**src/design/u16u8_pkg.sv**
```systemverilog
// Package for the UTF-16 to UTF-8 encoder.
// Holds the queue entry and status types and the surrogate and code point constants.
// No dependencies.
`default_nettype none

package u16u8_pkg;

    localparam int CP_W = 21;                       // code point up to 0x10FFFF

    localparam logic [5:0]      HIGH_SURR_TAG = 6'b110110;   // 0xD800..0xDBFF
    localparam logic [5:0]      LOW_SURR_TAG  = 6'b110111;   // 0xDC00..0xDFFF
    localparam logic [CP_W-1:0] REPLACEMENT   = 21'h00FFFD;
    localparam logic [10:0]     PLANE_OFFSET  = 11'd64;      // 0x10000 >> 10

    // one decoded code point waiting to be serialized
    typedef struct packed {
        logic [CP_W-1:0] cp;
        logic            repl;
        logic            last;
    } t_entry;

    // queue status seen by both sides
    typedef struct packed {
        logic empty;
        logic full;
    } t_q_status;

endpackage

`default_nettype wire

```
**src/design/u16u8_front.sv**
```systemverilog
// Front end: accepts code units, holds a pending surrogate, forms code points.
// Depends on u16u8_pkg.
`default_nettype none

module u16u8_front (
    input  wire logic                 i_clk,
    input  wire logic                 i_rst_n,
    input  wire logic                 i_accept,
    input  wire logic [15:0]          i_code_unit,
    input  wire logic                 i_string_end,
    output logic                      o_wr,
    output u16u8_pkg::t_entry         o_entry
);

    logic        r_pend_valid;
    logic [15:0] r_pend_unit;
    logic        n_pend_valid;
    logic [15:0] n_pend_unit;

    logic u_high, u_low, u_surr, p_high, p_low;

    assign u_high = (i_code_unit[15:10] == u16u8_pkg::HIGH_SURR_TAG);
    assign u_low  = (i_code_unit[15:10] == u16u8_pkg::LOW_SURR_TAG);
    assign u_surr = u_high || u_low;
    assign p_high = (r_pend_unit[15:10] == u16u8_pkg::HIGH_SURR_TAG);
    assign p_low  = (r_pend_unit[15:10] == u16u8_pkg::LOW_SURR_TAG);

    always_comb begin
        n_pend_valid  = r_pend_valid;
        n_pend_unit   = r_pend_unit;
        o_wr          = 1'b0;
        o_entry.cp    = {5'd0, i_code_unit};
        o_entry.repl  = 1'b0;
        o_entry.last  = i_string_end;
        if (i_accept) begin
            priority if (r_pend_valid) begin
                n_pend_valid = 1'b0;
                n_pend_unit  = '0;
                o_wr         = 1'b1;
                if (p_high && u_low) begin
                    o_entry.cp = {{1'b0, r_pend_unit[9:0]} + u16u8_pkg::PLANE_OFFSET,
                                  i_code_unit[9:0]};
                end else if (p_low && u_high) begin
                    o_entry.cp = {{1'b0, i_code_unit[9:0]} + u16u8_pkg::PLANE_OFFSET,
                                  r_pend_unit[9:0]};
                end else begin
                    o_entry.cp   = u16u8_pkg::REPLACEMENT;
                    o_entry.repl = 1'b1;
                end
            end else if (u_surr && !i_string_end) begin
                n_pend_valid = 1'b1;
                n_pend_unit  = i_code_unit;
            end else if (u_surr) begin
                // lone surrogate closing the string
                o_wr         = 1'b1;
                o_entry.cp   = u16u8_pkg::REPLACEMENT;
                o_entry.repl = 1'b1;
            end else begin
                o_wr = 1'b1;
            end
        end
    end

    always_ff @(posedge i_clk) begin
        if (!i_rst_n) begin
            r_pend_valid <= 1'b0;
            r_pend_unit  <= '0;
        end else begin
            r_pend_valid <= n_pend_valid;
            r_pend_unit  <= n_pend_unit;
        end
    end

endmodule

`default_nettype wire

```
**src/design/u16u8_queue.sv**
```systemverilog
// Small FIFO of decoded code points between the front and back ends.
// Depends on u16u8_pkg.
`default_nettype none

module u16u8_queue #(
    parameter int DEPTH = 4
) (
    input  wire logic                 i_clk,
    input  wire logic                 i_rst_n,
    input  wire logic                 i_wr,
    input  wire u16u8_pkg::t_entry    i_entry,
    input  wire logic                 i_rd,
    output u16u8_pkg::t_entry         o_head,
    output u16u8_pkg::t_q_status      o_status
);

    localparam int PTR_W = (DEPTH > 2) ? $clog2(DEPTH) : 1;
    localparam int CNT_W = $clog2(DEPTH + 1);

    u16u8_pkg::t_entry r_mem [DEPTH];
    logic [PTR_W-1:0]  r_wr_ptr, r_rd_ptr, n_wr_ptr, n_rd_ptr;
    logic [CNT_W-1:0]  r_count, n_count;
    logic              do_wr, do_rd;

    assign o_status.empty = (r_count == '0);
    assign o_status.full  = (r_count == CNT_W'(DEPTH));
    assign do_wr = i_wr && !o_status.full;
    assign do_rd = i_rd && !o_status.empty;
    assign o_head = r_mem[r_rd_ptr];

    always_comb begin
        n_wr_ptr = r_wr_ptr;
        n_rd_ptr = r_rd_ptr;
        n_count  = r_count;
        if (do_wr) begin
            n_wr_ptr = (r_wr_ptr == PTR_W'(DEPTH - 1)) ? '0 : r_wr_ptr + 1'b1;
        end
        if (do_rd) begin
            n_rd_ptr = (r_rd_ptr == PTR_W'(DEPTH - 1)) ? '0 : r_rd_ptr + 1'b1;
        end
        unique case ({do_wr, do_rd})
            2'b10:   n_count = r_count + 1'b1;
            2'b01:   n_count = r_count - 1'b1;
            default: n_count = r_count;
        endcase
    end

    always_ff @(posedge i_clk) begin
        if (do_wr) begin
            r_mem[r_wr_ptr] <= i_entry;
        end
    end

    always_ff @(posedge i_clk) begin
        if (!i_rst_n) begin
            r_wr_ptr <= '0;
            r_rd_ptr <= '0;
            r_count  <= '0;
        end else begin
            r_wr_ptr <= n_wr_ptr;
            r_rd_ptr <= n_rd_ptr;
            r_count  <= n_count;
        end
    end

endmodule

`default_nettype wire

```
**src/design/u16u8_back.sv**
```systemverilog
// Back end: serializes queued code points into UTF-8 bytes for a registered
// output stage, one per cycle when it is free or popped. Depends on u16u8_pkg.
`default_nettype none

module u16u8_back (
    input  wire logic                 i_clk,
    input  wire logic                 i_rst_n,
    input  wire u16u8_pkg::t_entry    i_head,
    input  wire u16u8_pkg::t_q_status i_q_status,
    output logic                      o_q_rd,
    input  wire logic                 i_pop,
    output logic                      o_empty,
    output logic [7:0]                o_out_byte,
    output logic                      o_run_last,
    output logic                      o_string_done,
    output logic                      o_replaced
);

    logic       r_valid, n_valid;
    logic [1:0] r_idx, n_idx;
    logic [7:0] r_byte;
    logic       r_run_last, r_done, r_repl;

    logic [1:0] len_m1;     // byte count minus one
    logic [1:0] rem;        // bytes still to follow the current one
    logic [7:0] cur_byte;
    logic       cur_last;
    logic       load;

    logic [u16u8_pkg::CP_W-1:0] cp;
    assign cp = i_head.cp;

    always_comb begin
        priority if (cp[20:16] != '0) len_m1 = 2'd3;
        else if (cp[15:11] != '0)     len_m1 = 2'd2;
        else if (cp[10:7] != '0)      len_m1 = 2'd1;
        else                          len_m1 = 2'd0;
    end

    assign rem      = len_m1 - r_idx;
    assign cur_last = (r_idx == len_m1);

    always_comb begin
        if (r_idx == 2'd0) begin
            unique case (len_m1)
                2'd3:    cur_byte = {5'b11110, cp[20:18]};
                2'd2:    cur_byte = {4'b1110, cp[15:12]};
                2'd1:    cur_byte = {3'b110, cp[10:6]};
                default: cur_byte = {1'b0, cp[6:0]};
            endcase
        end else begin
            unique case (rem)
                2'd2:    cur_byte = {2'b10, cp[17:12]};
                2'd1:    cur_byte = {2'b10, cp[11:6]};
                default: cur_byte = {2'b10, cp[5:0]};
            endcase
        end
    end

    // output stage takes a new byte when it is free or being drained
    assign load   = !i_q_status.empty && (!r_valid || i_pop);
    assign o_q_rd = load && cur_last;

    always_comb begin
        n_valid = r_valid;
        n_idx   = r_idx;
        if (load) begin
            n_valid = 1'b1;
            n_idx   = cur_last ? 2'd0 : r_idx + 2'd1;
        end else if (i_pop) begin
            n_valid = 1'b0;
        end
    end

    always_ff @(posedge i_clk) begin
        if (!i_rst_n) begin
            r_valid <= 1'b0;
            r_idx   <= 2'd0;
        end else begin
            r_valid <= n_valid;
            r_idx   <= n_idx;
        end
    end

    always_ff @(posedge i_clk) begin
        if (load) begin
            r_byte     <= cur_byte;
            r_run_last <= cur_last;
            r_done     <= cur_last && i_head.last;
            r_repl     <= i_head.repl;
        end
    end

    assign o_empty       = !r_valid;
    assign o_out_byte    = r_byte;
    assign o_run_last    = r_run_last;
    assign o_string_done = r_done;
    assign o_replaced    = r_repl;

endmodule

`default_nettype wire

```
**src/design/utf16_to_utf8_encoder_top.sv**
```systemverilog
// UTF-16 to UTF-8 encoder, top level.
// Depends on u16u8_pkg, u16u8_front, u16u8_queue, u16u8_back.
// Usage:
//   Input channel is a queue write port: drive i_code_unit / i_string_end and
//   raise push; the unit is taken on a clock edge where push=1 and full=0.
//   Output channel is a queue read port: while empty=0 the oldest UTF-8 byte
//   sits on o_out_byte with its flags; pop=1 on an edge consumes it.
//   Each unit yields 0 (held surrogate), 1, 2, 3 or 4 bytes. o_run_last marks
//   the last byte of a unit, o_string_done the last byte of the string, and
//   o_replaced every byte of an EF BF BD replacement.
// Path: each code point is queued, then serialized into the output register.
// Throughput: output is one byte per cycle while the receiver pops; a unit
//   produces 1..3 bytes for BMP characters, 4 for a surrogate pair (spread
//   over two units). The byte serializer in the back end sets this rate.
// The front end takes one unit per cycle while full is low into a
//   QUEUE_DEPTH-entry queue, so input keeps flowing as longer characters drain.
// Reset (synchronous, active low) empties the queue and output stage and
//   drops any held surrogate.
// If the receiver stalls, the output byte holds and full rises once QUEUE_DEPTH
//   code points wait, the one being serialized counting until its last byte.
`default_nettype none

module utf16_to_utf8_encoder_top #(
    parameter int QUEUE_DEPTH = 4
) (
    input  wire logic        i_clk,
    input  wire logic        i_rst_n,
    input  wire logic        push,
    output logic             full,
    input  wire logic [15:0] i_code_unit,
    input  wire logic        i_string_end,
    output logic             empty,
    input  wire logic        pop,
    output logic [7:0]       o_out_byte,
    output logic             o_run_last,
    output logic             o_string_done,
    output logic             o_replaced
);

    u16u8_pkg::t_entry    fe_entry;
    u16u8_pkg::t_entry    q_head;
    u16u8_pkg::t_q_status q_status;
    logic                 fe_wr;
    logic                 q_rd;

    // a unit is taken whenever the queue has room, even if it only gets held
    assign full = q_status.full;

    u16u8_front u_front (
        .i_clk        (i_clk),
        .i_rst_n      (i_rst_n),
        .i_accept     (push && !q_status.full),
        .i_code_unit  (i_code_unit),
        .i_string_end (i_string_end),
        .o_wr         (fe_wr),
        .o_entry      (fe_entry)
    );

    u16u8_queue #(
        .DEPTH (QUEUE_DEPTH)
    ) u_queue (
        .i_clk    (i_clk),
        .i_rst_n  (i_rst_n),
        .i_wr     (fe_wr),
        .i_entry  (fe_entry),
        .i_rd     (q_rd),
        .o_head   (q_head),
        .o_status (q_status)
    );

    u16u8_back u_back (
        .i_clk         (i_clk),
        .i_rst_n       (i_rst_n),
        .i_head        (q_head),
        .i_q_status    (q_status),
        .o_q_rd        (q_rd),
        .i_pop         (pop),
        .o_empty       (empty),
        .o_out_byte    (o_out_byte),
        .o_run_last    (o_run_last),
        .o_string_done (o_string_done),
        .o_replaced    (o_replaced)
    );

endmodule

`default_nettype wire

```
**config.mk**
```make
export PLATFORM = sky130hd
export DESIGN_NAME = utf16_to_utf8_encoder_top
export DESIGN_NICKNAME = d
export VERILOG_FILES = /design/src/design/u16u8_pkg.sv /design/src/design/u16u8_front.sv /design/src/design/u16u8_queue.sv /design/src/design/u16u8_back.sv /design/src/design/utf16_to_utf8_encoder_top.sv
export SDC_FILE = /design/constraint.sdc
export NUM_CORES = 1
export LEC_CHECK = 0
export BUFFER_PORTS_ARGS = -buffer_cell sky130_fd_sc_hd__buf_2
export CAP_MARGIN = 30
export CORE_MARGIN = 2
export CORE_UTILIZATION = 40
export CTS_BUF_LIST = sky130_fd_sc_hd__clkbuf_4
export DETAILED_ROUTE_END_ITERATION = 12
export GPL_TIMING_DRIVEN = 1
export PLACE_DENSITY_LB_ADDON = 0.05
export SYNTH_ARGS = -nofsm -noshare
export SYNTH_HDL_FRONTEND = slang
export SYNTH_HIERARCHICAL = 1
export SYNTH_SLANG_ARGS = --single-unit
```
**constraint.sdc**
```tcl
create_clock -name i_clk -period 5.65 [get_ports i_clk]
set_input_delay 0.2825 -clock i_clk [delete_from_list [all_inputs] [get_ports i_clk]]
set_output_delay 0.2825 -clock i_clk [all_outputs]
set_load 0.01 [all_outputs]
```
==> out/metrics.yaml <==
result_of_the_run: "finished clean"
worst-slew-pin-transition_ns: 0.8834
met1_wl_microns: 5787
endpoint_of_the_worst_slack_reg_to_reg_timing_path: "u_queue/r_count[2]"
worst_setup_path_start_kind: "flip-flop"
syn_avg_cell_area_sq_um: 14.64
power.leakage_nw: 2.285
drive_gt1_share_pct: 23.53
critical_path_required_ns: 6.12
ys_ff_latch: 132
drc: 0
design_area_sq_um: 6725
pre_cts_ws_ns: 0.8317
detailedRoute.firstIterationViolations: 254
die-width_microns: 126.3
min_period_ns: 4.815
cts_buffer_depth: 2
syn_to_final_growth_pct: 12.33
n_antenna_cell: 0
iteration_count_of_the_initial_detailed_routing_pass: 4
p_per_area_nw_per_um2: 321.7
final_core_util_pct: 46.10
route.vias.total: 3649
cts_made_buffers: 17
global_route_wire_length_before_repair_microns: 20270
dieArea_sq_um: 15960
first_global_vias: 3716
rsz0062_at_grt: "false"
sequential_cell_area_fraction_in_the_yosys_report_pct: 61.36
highest_net_fanout_along_the_worst_path: 14
clock_tree_from_tritoncts: "yes"
dr_wl_met2_microns: 6018
worstPathArrival_ns: 5.29
synth-main-ff-cell: "sky130_fd_sc_hd__edfxtp_1"
final-hold-violation-count: 0
dpl-instance-area_sq_um: 6340
globalRoute.totalOverflow: 0
finalSetupTns_ns: 0
most-common-layout-cells: "sky130_fd_sc_hd__edfxtp_1 (103), sky130_fd_sc_hd__buf_2 (33), sky130_fd_sc_hd__dfxtp_1 (29)"
synth-edff-count: 103
hold_slack_ns: 0.06324
postSynthNetCount: 443
timing.final.crit_share_pct: 85.21
cap_viol_max_count: 0
ys_warn_count: 6
flop_to_flop_setup_slack_ns: 0.84
floorplan.io_pins: 34
syn-cell-area_sq_um: 5987
synth_top_cells_by_area: "sky130_fd_sc_hd__edfxtp_1 (52%), sky130_fd_sc_hd__dfxtp_1 (9.7%), sky130_fd_sc_hd__mux4_2 (7.5%)"
setup_viol: 0
drt.antenna.violating_nets: 0
routed_vias_inst: 5.529
crit_end: "u_queue/r_count[2]"
final.setup.worst_slack_ns: 0.8354
r2r.worst_path.cells: 16
cts.root.buffer_cell: "sky130_fd_sc_hd__clkbuf_4"
netlist.top_cell.by_area: "sky130_fd_sc_hd__edfxtp_1"
finalNetCount: 497
grt_usage_pct: 17.03
post_synth_inst_count: 409
most_common_cell_after_layout_fill_and_taps_aside: "sky130_fd_sc_hd__edfxtp_1"
pin_count_of_the_biggest_net_entering_global_routing: 24
met3_wire_len_microns: 500
timing.critical_path.to_type: "flip-flop"
gp_congestion: 0.8648
topRoutingLayerUsed: "met4"
path_class_of_the_lowest_slack_min_delay_path: "primary input to flip-flop"
clkSinkCount: 132
setup.worst_path.class: "flip-flop to flip-flop"
wire_per_inst_microns: 19.27
io_buffers: 33
share_of_yosys_cell_area_claimed_by_the_top_area_cell_type_pct: 51.66
number_of_h_tree_levels: 4
max_slew_margin_pct: 40.67
vdd.ir_drop.worst_mv: 0.1329
grt_antenna_before_repair: 0
synthDistinctLibCells: 68
worstSkewPairLatency_ns: 0.55
timing_limited_maximum_frequency_mhz: 207.7
detailed_place_hpwl_microns: 9083
postRouteWirelength_microns: 12720
clk_pin_slew_worst_paths_ns: 0.12
core_area_sq_um: 14590
placementRows: 44
die_h_microns: 126.3
hp-start: "pop"
start_util_pct: 41.04
async_set_or_reset_flop_fraction_in_the_synthesized_netlist_pct: 0
final.setup_skew_ns: 0.02550
number_of_max_slew_violations_in_the_final_report: 0
==> cell type report <==
class / instances / area [sq um]
fillers: 1315 / 7864
flip-flops and latches: 132 / 3674
multi-input cells: 242 / 2127
repair buffers: 51 / 337.8
well taps: 184 / 230.2
clock inverters: 14 / 150.1
clock buffers: 18 / 135.1
inverters: 19 / 71.32
==> worst max-delay path, cell delays in order, from the launching register on <==
cell and delay, ns:
sky130_fd_sc_hd__dfxtp_1 0.60, sky130_fd_sc_hd__buf_12 0.23, sky130_fd_sc_hd__mux4_1 0.59, sky130_fd_sc_hd__nor4_1 0.64, sky130_fd_sc_hd__nor2b_1 0.36, sky130_fd_sc_hd__a21boi_0 0.25
sky130_fd_sc_hd__ha_1 0.23, sky130_fd_sc_hd__inv_1 0.11, sky130_fd_sc_hd__nor3_1 0.23, sky130_fd_sc_hd__o31ai_1 0.17, sky130_fd_sc_hd__inv_1 0.08, sky130_fd_sc_hd__ha_1 0.17
sky130_fd_sc_hd__inv_1 0.06, sky130_fd_sc_hd__fa_1 0.43, sky130_fd_sc_hd__xor2_1 0.15, sky130_fd_sc_hd__or3_1 0.29, sky130_fd_sc_hd__a21boi_0 0.15
==> Yosys cell counts (2+ instances only) <==
library cell,n
sky130_fd_sc_hd__o211ai_1,2
sky130_fd_sc_hd__o31a_1,2
sky130_fd_sc_hd__xnor2_1,5
sky130_fd_sc_hd__nor4_4,2
sky130_fd_sc_hd__buf_4,2
sky130_fd_sc_hd__nor4_1,3
sky130_fd_sc_hd__nand4_1,3
sky130_fd_sc_hd__a211oi_1,5
sky130_fd_sc_hd__nand2b_1,5
sky130_fd_sc_hd__edfxtp_1,103
sky130_fd_sc_hd__nand3_1,10
sky130_fd_sc_hd__nor2_1,21
sky130_fd_sc_hd__clkbuf_1,5
sky130_fd_sc_hd__a31oi_1,5
sky130_fd_sc_hd__a21oi_1,7
sky130_fd_sc_hd__buf_2,6
sky130_fd_sc_hd__dfxtp_1,29
sky130_fd_sc_hd__o221a_2,2
sky130_fd_sc_hd__o21ai_0,15
sky130_fd_sc_hd__o21a_1,2
sky130_fd_sc_hd__or4_4,2
sky130_fd_sc_hd__mux2i_1,2
sky130_fd_sc_hd__a22o_1,11
sky130_fd_sc_hd__buf_12,2
sky130_fd_sc_hd__nand2_1,24
sky130_fd_sc_hd__mux4_2,20
sky130_fd_sc_hd__ha_1,12
sky130_fd_sc_hd__o22a_1,9
sky130_fd_sc_hd__a22oi_1,5
sky130_fd_sc_hd__or3_1,2
sky130_fd_sc_hd__and2_1,7
sky130_fd_sc_hd__inv_1,19
sky130_fd_sc_hd__a21boi_0,2
sky130_fd_sc_hd__o22ai_1,2
sky130_fd_sc_hd__mux4_1,3
sky130_fd_sc_hd__xor2_1,5
sky130_fd_sc_hd__nor3_1,9
sky130_fd_sc_hd__a21o_1,6
sky130_fd_sc_hd__nor2b_1,3
sky130_fd_sc_hd__o31ai_1,2
==> flip-flops by register name, summed over array words and instances, names as in the netlist, named ones only <==
signal                count
u_queue/r_mem            92
u_front/r_pend_unit      16
u_back/o_out_byte         8
u_queue/r_count           3
u_back/r_idx              2
u_queue/r_rd_ptr          2
u_queue/r_wr_ptr          2
u_back/o_replaced         1
u_back/o_run_last         1
u_back/o_string_done      1
u_back/r_valid            1
u_front/r_pend_valid      1
==> how the worst min path moves through the flow <==
stage | endpoint | slack (ns) | depth (start not counted)
finish | u_back/r_valid | 0.06 | 3
global route | u_back/r_valid | 0.01 | 3
CTS | u_back/r_valid | 0.02 | 3
detailed placement | u_front/r_pend_unit[12] | 0.45 | 1
global placement | u_front/r_pend_unit[15] | 0.43 | 1
floorplan | u_back/r_valid | 0.40 | 1
==> layer usage <==
metal  GRT usage [%]  up-vias
li1                -     1729
met4           8.597        0
met2           26.99       87
met1           21.73     1810
met5               0        -
met3           4.429       23
==> kinds of logic (layout without fill, tap and decap cells) <==
logic type / count (synthesis) / after routing / share of synthesized area, %
XOR/XNOR: 10 / 10 / 1.463
AND/OR/NAND/NOR: 106 / 106 / 10.64
buffers and inverters: 35 / 102 / 3.114
AO/OA/AOI/OAI: 88 / 88 / 11.41
flip-flops: 132 / 132 / 61.36
adder cells (fa/ha/maj): 13 / 13 / 2.842
multiplexers: 25 / 25 / 9.175
==> what timing repair did <==
action,CTS,global route
gates resized for setup,0,0
buffers inserted,0,0
endpoints found under the hold margin,10,0
hold buffers,10,0
==> report_power, final <==
part	leakage (nW)	internal [mW]	switching, mW	total [mW]
combinational	0.976	0.151	0.225	0.375
clock	0.152	0.272	0.361	0.633
sequential	1.16	1.13	0.0253	1.16
total	2.29	1.55	0.611	2.16
==> per-stage QoR <==
stage                     power [mW]  instances
after global routing           2.276        660
final                          2.164        660
after detailed placement       1.552        618
after floorplan                1.431        409
after CTS                      2.193        660
after global placement         1.553        618
Note: power is estimated with default switching activity, not from simulation.
